**config.mk**
```make
export PLATFORM = sky130hd
export DESIGN_NAME = rgbe_rle_conv
export DESIGN_NICKNAME = d
export VERILOG_FILES = /design/src/hw/rtl/rgbe_rle_scanline_decoder_defines.svh /design/src/hw/rtl/rgbe_rle_conv.sv
export SDC_FILE = /design/constraint.sdc
export NUM_CORES = 1
export LEC_CHECK = 0
export ABC_AREA = 1
export BUFFER_PORTS_ARGS = -buffer_cell sky130_fd_sc_hd__buf_2
export CORE_MARGIN = 2
export CORE_UTILIZATION = 45
export CTS_BUF_LIST = sky130_fd_sc_hd__clkbuf_8
export DETAILED_ROUTE_END_ITERATION = 8
export PLACE_DENSITY = 0.66
export REMOVE_ABC_BUFFERS = 1
export SETUP_SLACK_MARGIN = 0.3
export SYNTH_ARGS = -nofsm -noshare
export SYNTH_HDL_FRONTEND = slang
export SYNTH_SLANG_ARGS = --single-unit
```
**constraint.sdc**
```tcl
create_clock -name clk -period 4.3 [get_ports clk]
set_clock_uncertainty 0.2 [all_clocks]
set_input_delay 0 -clock clk [delete_from_list [all_inputs] [get_ports clk]]
set_output_delay 0 -clock clk [all_outputs]
set_load 0.01 [all_outputs]
```
**src/hw/rtl/rgbe_rle_scanline_decoder_defines.svh**
```systemverilog
// Assertion macros for the decoder files.
`ifndef RGBE_RLE_SCANLINE_DECODER_DEFINES_SVH
`define RGBE_RLE_SCANLINE_DECODER_DEFINES_SVH
`ifndef SYNTHESIS
// Checked property, disabled while reset is active.
`define RGBE_ASSERT(label, clk, rstn, prop, msg) \
    label: assert property (@(posedge clk) disable iff (!rstn) (prop)) else $error(msg);
// Checked property, also evaluated during reset.
`define RGBE_ASSERT_ALWAYS(label, clk, prop, msg) \
    label: assert property (@(posedge clk) (prop)) else $error(msg);
`else
`define RGBE_ASSERT(label, clk, rstn, prop, msg)
`define RGBE_ASSERT_ALWAYS(label, clk, prop, msg)
`endif
`endif

```
**src/hw/rtl/rgbe_rle_conv.sv**
```systemverilog
module rgbe_rle_conv (
    input  logic        clk,
    input  logic        en,
    input  logic [31:0] pix,          // r, g, b, e from the lowest byte up
    output logic [31:0] red_reg,
    output logic [31:0] green_reg,
    output logic [31:0] blue_reg
);

    // Exact single-precision bits of m * 2^(e-136), zero when e or m is zero
    function automatic logic [31:0] rgbe_bits(input logic [7:0] m, input logic [7:0] e);
        logic [2:0]         p;
        logic signed [10:0] ex;
        logic signed [10:0] bexp;
        logic [31:0]        mm;
        logic [31:0]        mant;
        logic [31:0]        res;
        p = 3'd0;
        for (int i = 0; i < 8; i++)
        begin
            if (m[i])
            begin
                p = 3'(i);
            end
        end
        ex   = $signed({8'b0, p}) + $signed({3'b0, e}) - 11'sd136;
        bexp = ex + 11'sd127;
        mm   = {24'b0, m};
        mant = mm << (5'd23 - 5'(p));
        if (e == 8'd0 || m == 8'd0)
        begin
            res = '0;
        end
        else if (ex >= -11'sd126)
        begin
            res = {1'b0, bexp[7:0], mant[22:0]};
        end
        else
        begin
            // subnormal result
            res = mm << (6'(e) + 6'd13);
        end
        return res;
    endfunction

    always_ff @(posedge clk)
    begin
        if (en)
        begin
            red_reg   <= rgbe_bits(pix[7:0],   pix[31:24]);
            green_reg <= rgbe_bits(pix[15:8],  pix[31:24]);
            blue_reg  <= rgbe_bits(pix[23:16], pix[31:24]);
        end
    end

endmodule

```
Word level (Yosys, flattened, before mapping)

Index checks and enable logic that the tools add are counted.

Input bits: 34
Register bits after elaboration: 96
Output and inout port bits: 96

Add/sub/neg operators: 13
Mux-type cells: 27
$lt $le $gt $ge: 3
Shift operators: 6
Reduce and logical (&&, ||, !) cells: 10

Operators with widths:

| cell                                                  | count |
|---|---|
| left shift 8 x 6 -> 32 bit                            | 3 |
| 2-to-1 mux 31 bit                                     | 3 |
| left shift 8 x 5 -> 23 bit                            | 3 |
| 2-to-1 mux 3 bit                                      | 21 |
| logical NOT 8 bit                                     | 4 |
| >= comparator 10 x 8 -> 1 bit (second input constant) | 3 |
| subtractor 9 x 8 -> 10 bit (second input constant)    | 3 |
| adder 3 x 8 -> 9 bit                                  | 3 |
| adder 8 bit (second input constant)                   | 3 |
| subtractor 5 x 3 -> 5 bit (first input constant)      | 3 |
| adder 6 x 4 -> 6 bit (second input constant)          | 1 |
| OR reduction 2 bit                                    | 3 |
| logical OR 1 bit                                      | 3 |
| 2-to-1 mux 1 bit                                      | 3 |

Depth between registers and ports, before layout

Depth after elaboration: 12
Depth in mapped cells: 23

Least setup slack after synthesis

Ideal clock, no wire load.

Path kind: in2reg
Start point: input port pix[9]
End point: register green_reg[18], data pin
Slack: 1.344 ns
Setup time: 0.253 ns
Buffers on the path: 1
Arrival time: 2.503 ns
Stages: 21
Data required time: 3.847 ns
Cells stage by stage: inv_1 o21ai_0 nand2_1 nand2_1 nand2_1 inv_1 ha_1 inv_1 fa_1 inv_1 ha_1 or2_2 nor2_1 nand3_1 nor2_1 nand2_1 nand2_2 nand2_4 buf_4 o21ai_1 nor2_1

Word-level cells in the longest chain between the ends: 12

Ends and longest elaborated chain:

| item                          | line                | source |
|---|---|---|
| start, declared               | rgbe_rle_conv.sv:4  | `input logic [31:0] pix,` |
| 2-to-1 mux 1 bit              | rgbe_rle_conv.sv:21 | `if (m[i])` |
| 2-to-1 mux 3 bit (6 in a row) | rgbe_rle_conv.sv:21 |  |
| 2-to-1 mux 3 bit              | rgbe_rle_conv.sv:48 | `if (en)` |
| adder 3 x 8 -> 9 bit          | rgbe_rle_conv.sv:26 | `ex = $signed({8'b0, p}) + $signed({3'b0, e}) - 11'sd136;` |
| subtractor 9 x 8 -> 10 bit    | rgbe_rle_conv.sv:26 |  |
| >= comparator 10 x 8 -> 1 bit | rgbe_rle_conv.sv:34 | `else if (ex >= -11'sd126)` |
| 2-to-1 mux 31 bit             | rgbe_rle_conv.sv:34 |  |
| end signal, assigned          | rgbe_rle_conv.sv:51 | `green_reg <= rgbe_bits(pix[15:8], pix[31:24]);` |
| end, declared                 | rgbe_rle_conv.sv:6  | `output logic [31:0] green_reg,` |

Parallel ways exist; a longest one is shown, timed or not. The select of a mux whose other input is x is not followed.
A chain may end at the register's enable or synchronous reset.

Final worst setup path

Start point: input port pix[14]
End point: register green_reg[10], data pin

Word-level cells in the longest chain between the ends: 7

Ends and longest elaborated chain:

| item                          | line |
|---|---|
| 2-to-1 mux 3 bit (2 in a row) | rgbe_rle_conv.sv:21 |
| 2-to-1 mux 3 bit              | rgbe_rle_conv.sv:48 |
| adder 3 x 8 -> 9 bit          | rgbe_rle_conv.sv:26 |
| subtractor 9 x 8 -> 10 bit    | rgbe_rle_conv.sv:26 |
| >= comparator 10 x 8 -> 1 bit | rgbe_rle_conv.sv:34 |
| 2-to-1 mux 31 bit             | rgbe_rle_conv.sv:34 |

Parallel ways exist; a longest one is shown, timed or not. The select of a mux whose other input is x is not followed.

==> impl_metrics.env <==
export IMPL_cp_num_cells=21
export IMPL_yosysTopAreaCellShare_pct=36.2
export IMPL_ys_seq_elements=96
export IMPL_syn_area_sq_um=7960
export IMPL_maxCapViolCount=0
export IMPL_drive_above_1_share_pct=19.2
export IMPL_ys_flop_type="edfxtp_1"
export IMPL_finalSetupViolCount=0
export IMPL_start_util_pct=46.0
export IMPL_drc=0
export IMPL_yosys_warnings=0
export IMPL_fmax_mhz=275
export IMPL_min_period_over_period_pct=84.4
export IMPL_cts_tree="yes"
export IMPL_crit_chain="dlygate4sd3_1, buf_2, inv_1, or2_2, nand2_1, inv_1, ha_1, inv_1, fa_1, inv_1, ha_1, or2_2, nor2_1, nand3_1, nor2_1, nand2_1, nand2_2, nand2_4, inv_2, nand3_4, nor2_1"
export IMPL_overflow=0
export IMPL_outcome="finished, final reports clean"
export IMPL_final_antenna_net_count=0
export IMPL_diodes=0
export IMPL_slew_headroom_pct=47.1
export IMPL_critPathLaunch="pix[14]"
export IMPL_vias_per_cell=5.31
export IMPL_place_hpwl_um=17800
export IMPL_ios=130
export IMPL_wirelength_um=23300
export IMPL_cp_start_kind="input port"
export IMPL_cp_end_kind="flip-flop"
export IMPL_area_growth_pct=14.4
export IMPL_cp_arrival_ns=3.68
export IMPL_track_usage_pct=24.8
export IMPL_leakagePower_nw=4.35
export IMPL_cts_htree_levels=3
export IMPL_syn_avg_cell_area_sq_um=6.97
export IMPL_cp_num_buf_inv=7
export IMPL_critPathRequiredTime_ns=4.35
export IMPL_die_area_sq_um=18800
export IMPL_nNetsFinal=1325
export IMPL_whs_ns=0.0115
export IMPL_cp_common_cell="inv_1"
export IMPL_yosys_top_cells_area="edfxtp_1 (36%), nand2_1 (15%), nand3_1 (13%), nor2_1 (7.1%), inv_1 (4.3%)"
export IMPL_cts_buffers_inserted=9
export IMPL_synth_top_area_cell="edfxtp_1"
export IMPL_dr_total_vias=7973
export IMPL_grt_max_degree=62
export IMPL_drt_pass1_iter_count=6
export IMPL_wl_per_cell_um=15.5
export IMPL_cp_slowest_cell="dlygate4sd3_1"
export IMPL_clk_path_buf_depth=2
export IMPL_cts_num_sinks=96
export IMPL_gp_congestion=0.968
export IMPL_ys_types=40
export IMPL_grt_pass1_wl_um=36300
export IMPL_totalPowerFinal_mw=2.80
export IMPL_powerDensity_nw_per_um2=308
export IMPL_dp_slack_ns=0.577
export IMPL_crit_path_max_fanout=16
export IMPL_vdd_drop_max_v=0.000146
export IMPL_core_sq_um=17300
export IMPL_ys_async_sr_fraction_pct=0
export IMPL_worstMarginPinSlew_ns=0.794
export IMPL_finalSetupTns_ns=0
export IMPL_hold_viol=0
export IMPL_antenna_found_initial=0
export IMPL_final_max_slew_viol_count=0
export IMPL_rsz0062_at_grt="no"
export IMPL_crit_family="simple AND/OR/NAND/NOR gates"
export IMPL_cts_root_buf="clkbuf_8"
export IMPL_first_global_vias=7176
export IMPL_min_period_ns=3.63
export IMPL_io_buffers=129
export IMPL_synth_seq_area_share_pct=36.2
export IMPL_die_h_um=137
export IMPL_hold_class="in -> reg"
export IMPL_critical_path_max_stage_delay_ns=0.53
export IMPL_rows=48
export IMPL_die_w_um=137
export IMPL_critPathKind="in -> reg"
export IMPL_crit_end="green_reg[10]"
export IMPL_fin_ws_ns=0.669
export IMPL_first_iter_violations=990
export IMPL_netlist_instances=1142
export IMPL_clkTransAtPathRegs_ns=0.09
export IMPL_synth_edf_count=96
-- layout by cell type (no fill, tap or decap), drive strengths merged, types with 2 or more instances in the layout --
cell / Yosys / routed
a21oi: 18 / 18
a22oi: 3 / 3
buf: 33 / 146
bufinv: 0 / 2
clkbuf: 12 / 9
clkinv: 1 / 2
conb: 1 / 12
dlygate4sd3: 0 / 6
edfxtp: 96 / 96
fa: 3 / 3
ha: 17 / 17
inv: 105 / 108
nand2: 329 / 329
nand3: 207 / 207
nand4: 13 / 13
nor2: 183 / 183
nor3: 9 / 9
o211ai: 2 / 2
o21ai: 80 / 80
or2: 11 / 11
xnor2: 4 / 4
xor2: 11 / 11
-- cell usage after synthesis, types with 2 or more instances --
library cell    n
buf_1           5
buf_6           5
nand3_1       204
inv_2          13
fa_1            3
nor2_2         17
nor3_1          9
nor2_4         15
ha_1           17
nand2_2         9
nor2_1        150
nand4_1        13
buf_2          20
edfxtp_1       96
xnor2_1         3
o21ai_0        42
xor2_2          2
or2_2          11
a21oi_1        18
o211ai_1        2
nand2_1       313
inv_1          91
nand2_4         7
buf_4           3
clkbuf_1       12
nand3_2         2
xor2_1          9
o21ai_4         2
o21ai_1        36
a22oi_1         3
-- what timing repair did --
| action | 4_1_cts | 5_1_grt |
|---|---|---|
| hold buffers | 6 | 0 |
| buffers inserted | 0 | 0 |
| endpoints found under the setup margin | 0 | 5 |
| hold endpoints to repair | 6 | 0 |
| gates resized for setup | 0 | 1 |
-- how the worst min path moves through the flow --
stage	from	to	slack, ns	depth (start not counted)
detailed placement	red_reg[21]	red_reg[21]	0.21	1
CTS	pix[21]	blue_reg[21]	0.006	7
floorplan	en	blue_reg[0]	-0.09	0
global placement	blue_reg[29]	blue_reg[29]	0.21	1
finish	en	red_reg[28]	0.01	1
global route	en	red_reg[28]	0.05	1
-- final cells by class --
class | count | area, sq um
flip-flops and latches | 96 | 2880
inverters | 106 | 408
clock buffers | 9 | 124
well taps | 225 | 282
multi-input cells | 906 | 4490
clock inverters | 7 | 93.8
repair buffers | 152 | 836
fillers | 1743 | 8180
-- per-layer routing --
metal	part of all wire, %	vias up	wire (um)	track usage (%)
li1	-	4001	-	-
met1	44	3567	10200	35.4
met2	45	357	10500	38.6
met3	8.6	48	2010	3.59
met4	2.3	0	527	8.08
met5	0	-	0	0
-- cell families after synthesis --
group           synth area share (%)
xor+xnor                        1.93
buf+inv                         8.17
simple gates                    43.2
fa+ha+maj                       3.42
compound gates                  7.01
flops                           36.2
other cells                   0.0471
-- through the flow --
stage / cell area [sq um] / cells / utilization, %
3_3_place_gp: 8830 / 1479 / 51.0
3_5_place_dp: 8830 / 1479 / 51.0
5_1_grt: 9110 / 1501 / 52.7
6_report: 9110 / 1501 / 52.7
2_1_floorplan: 7760 / 1108 / -
4_1_cts: 9100 / 1501 / 52.6
-- where the power goes --
part	leakage (nW)	switching [mW]	internal, mW
registers	0.926	0.0205	1.14
clock network	0.111	0.339	0.329
logic	3.31	0.666	0.310
(Power assumes the default switching activity.)
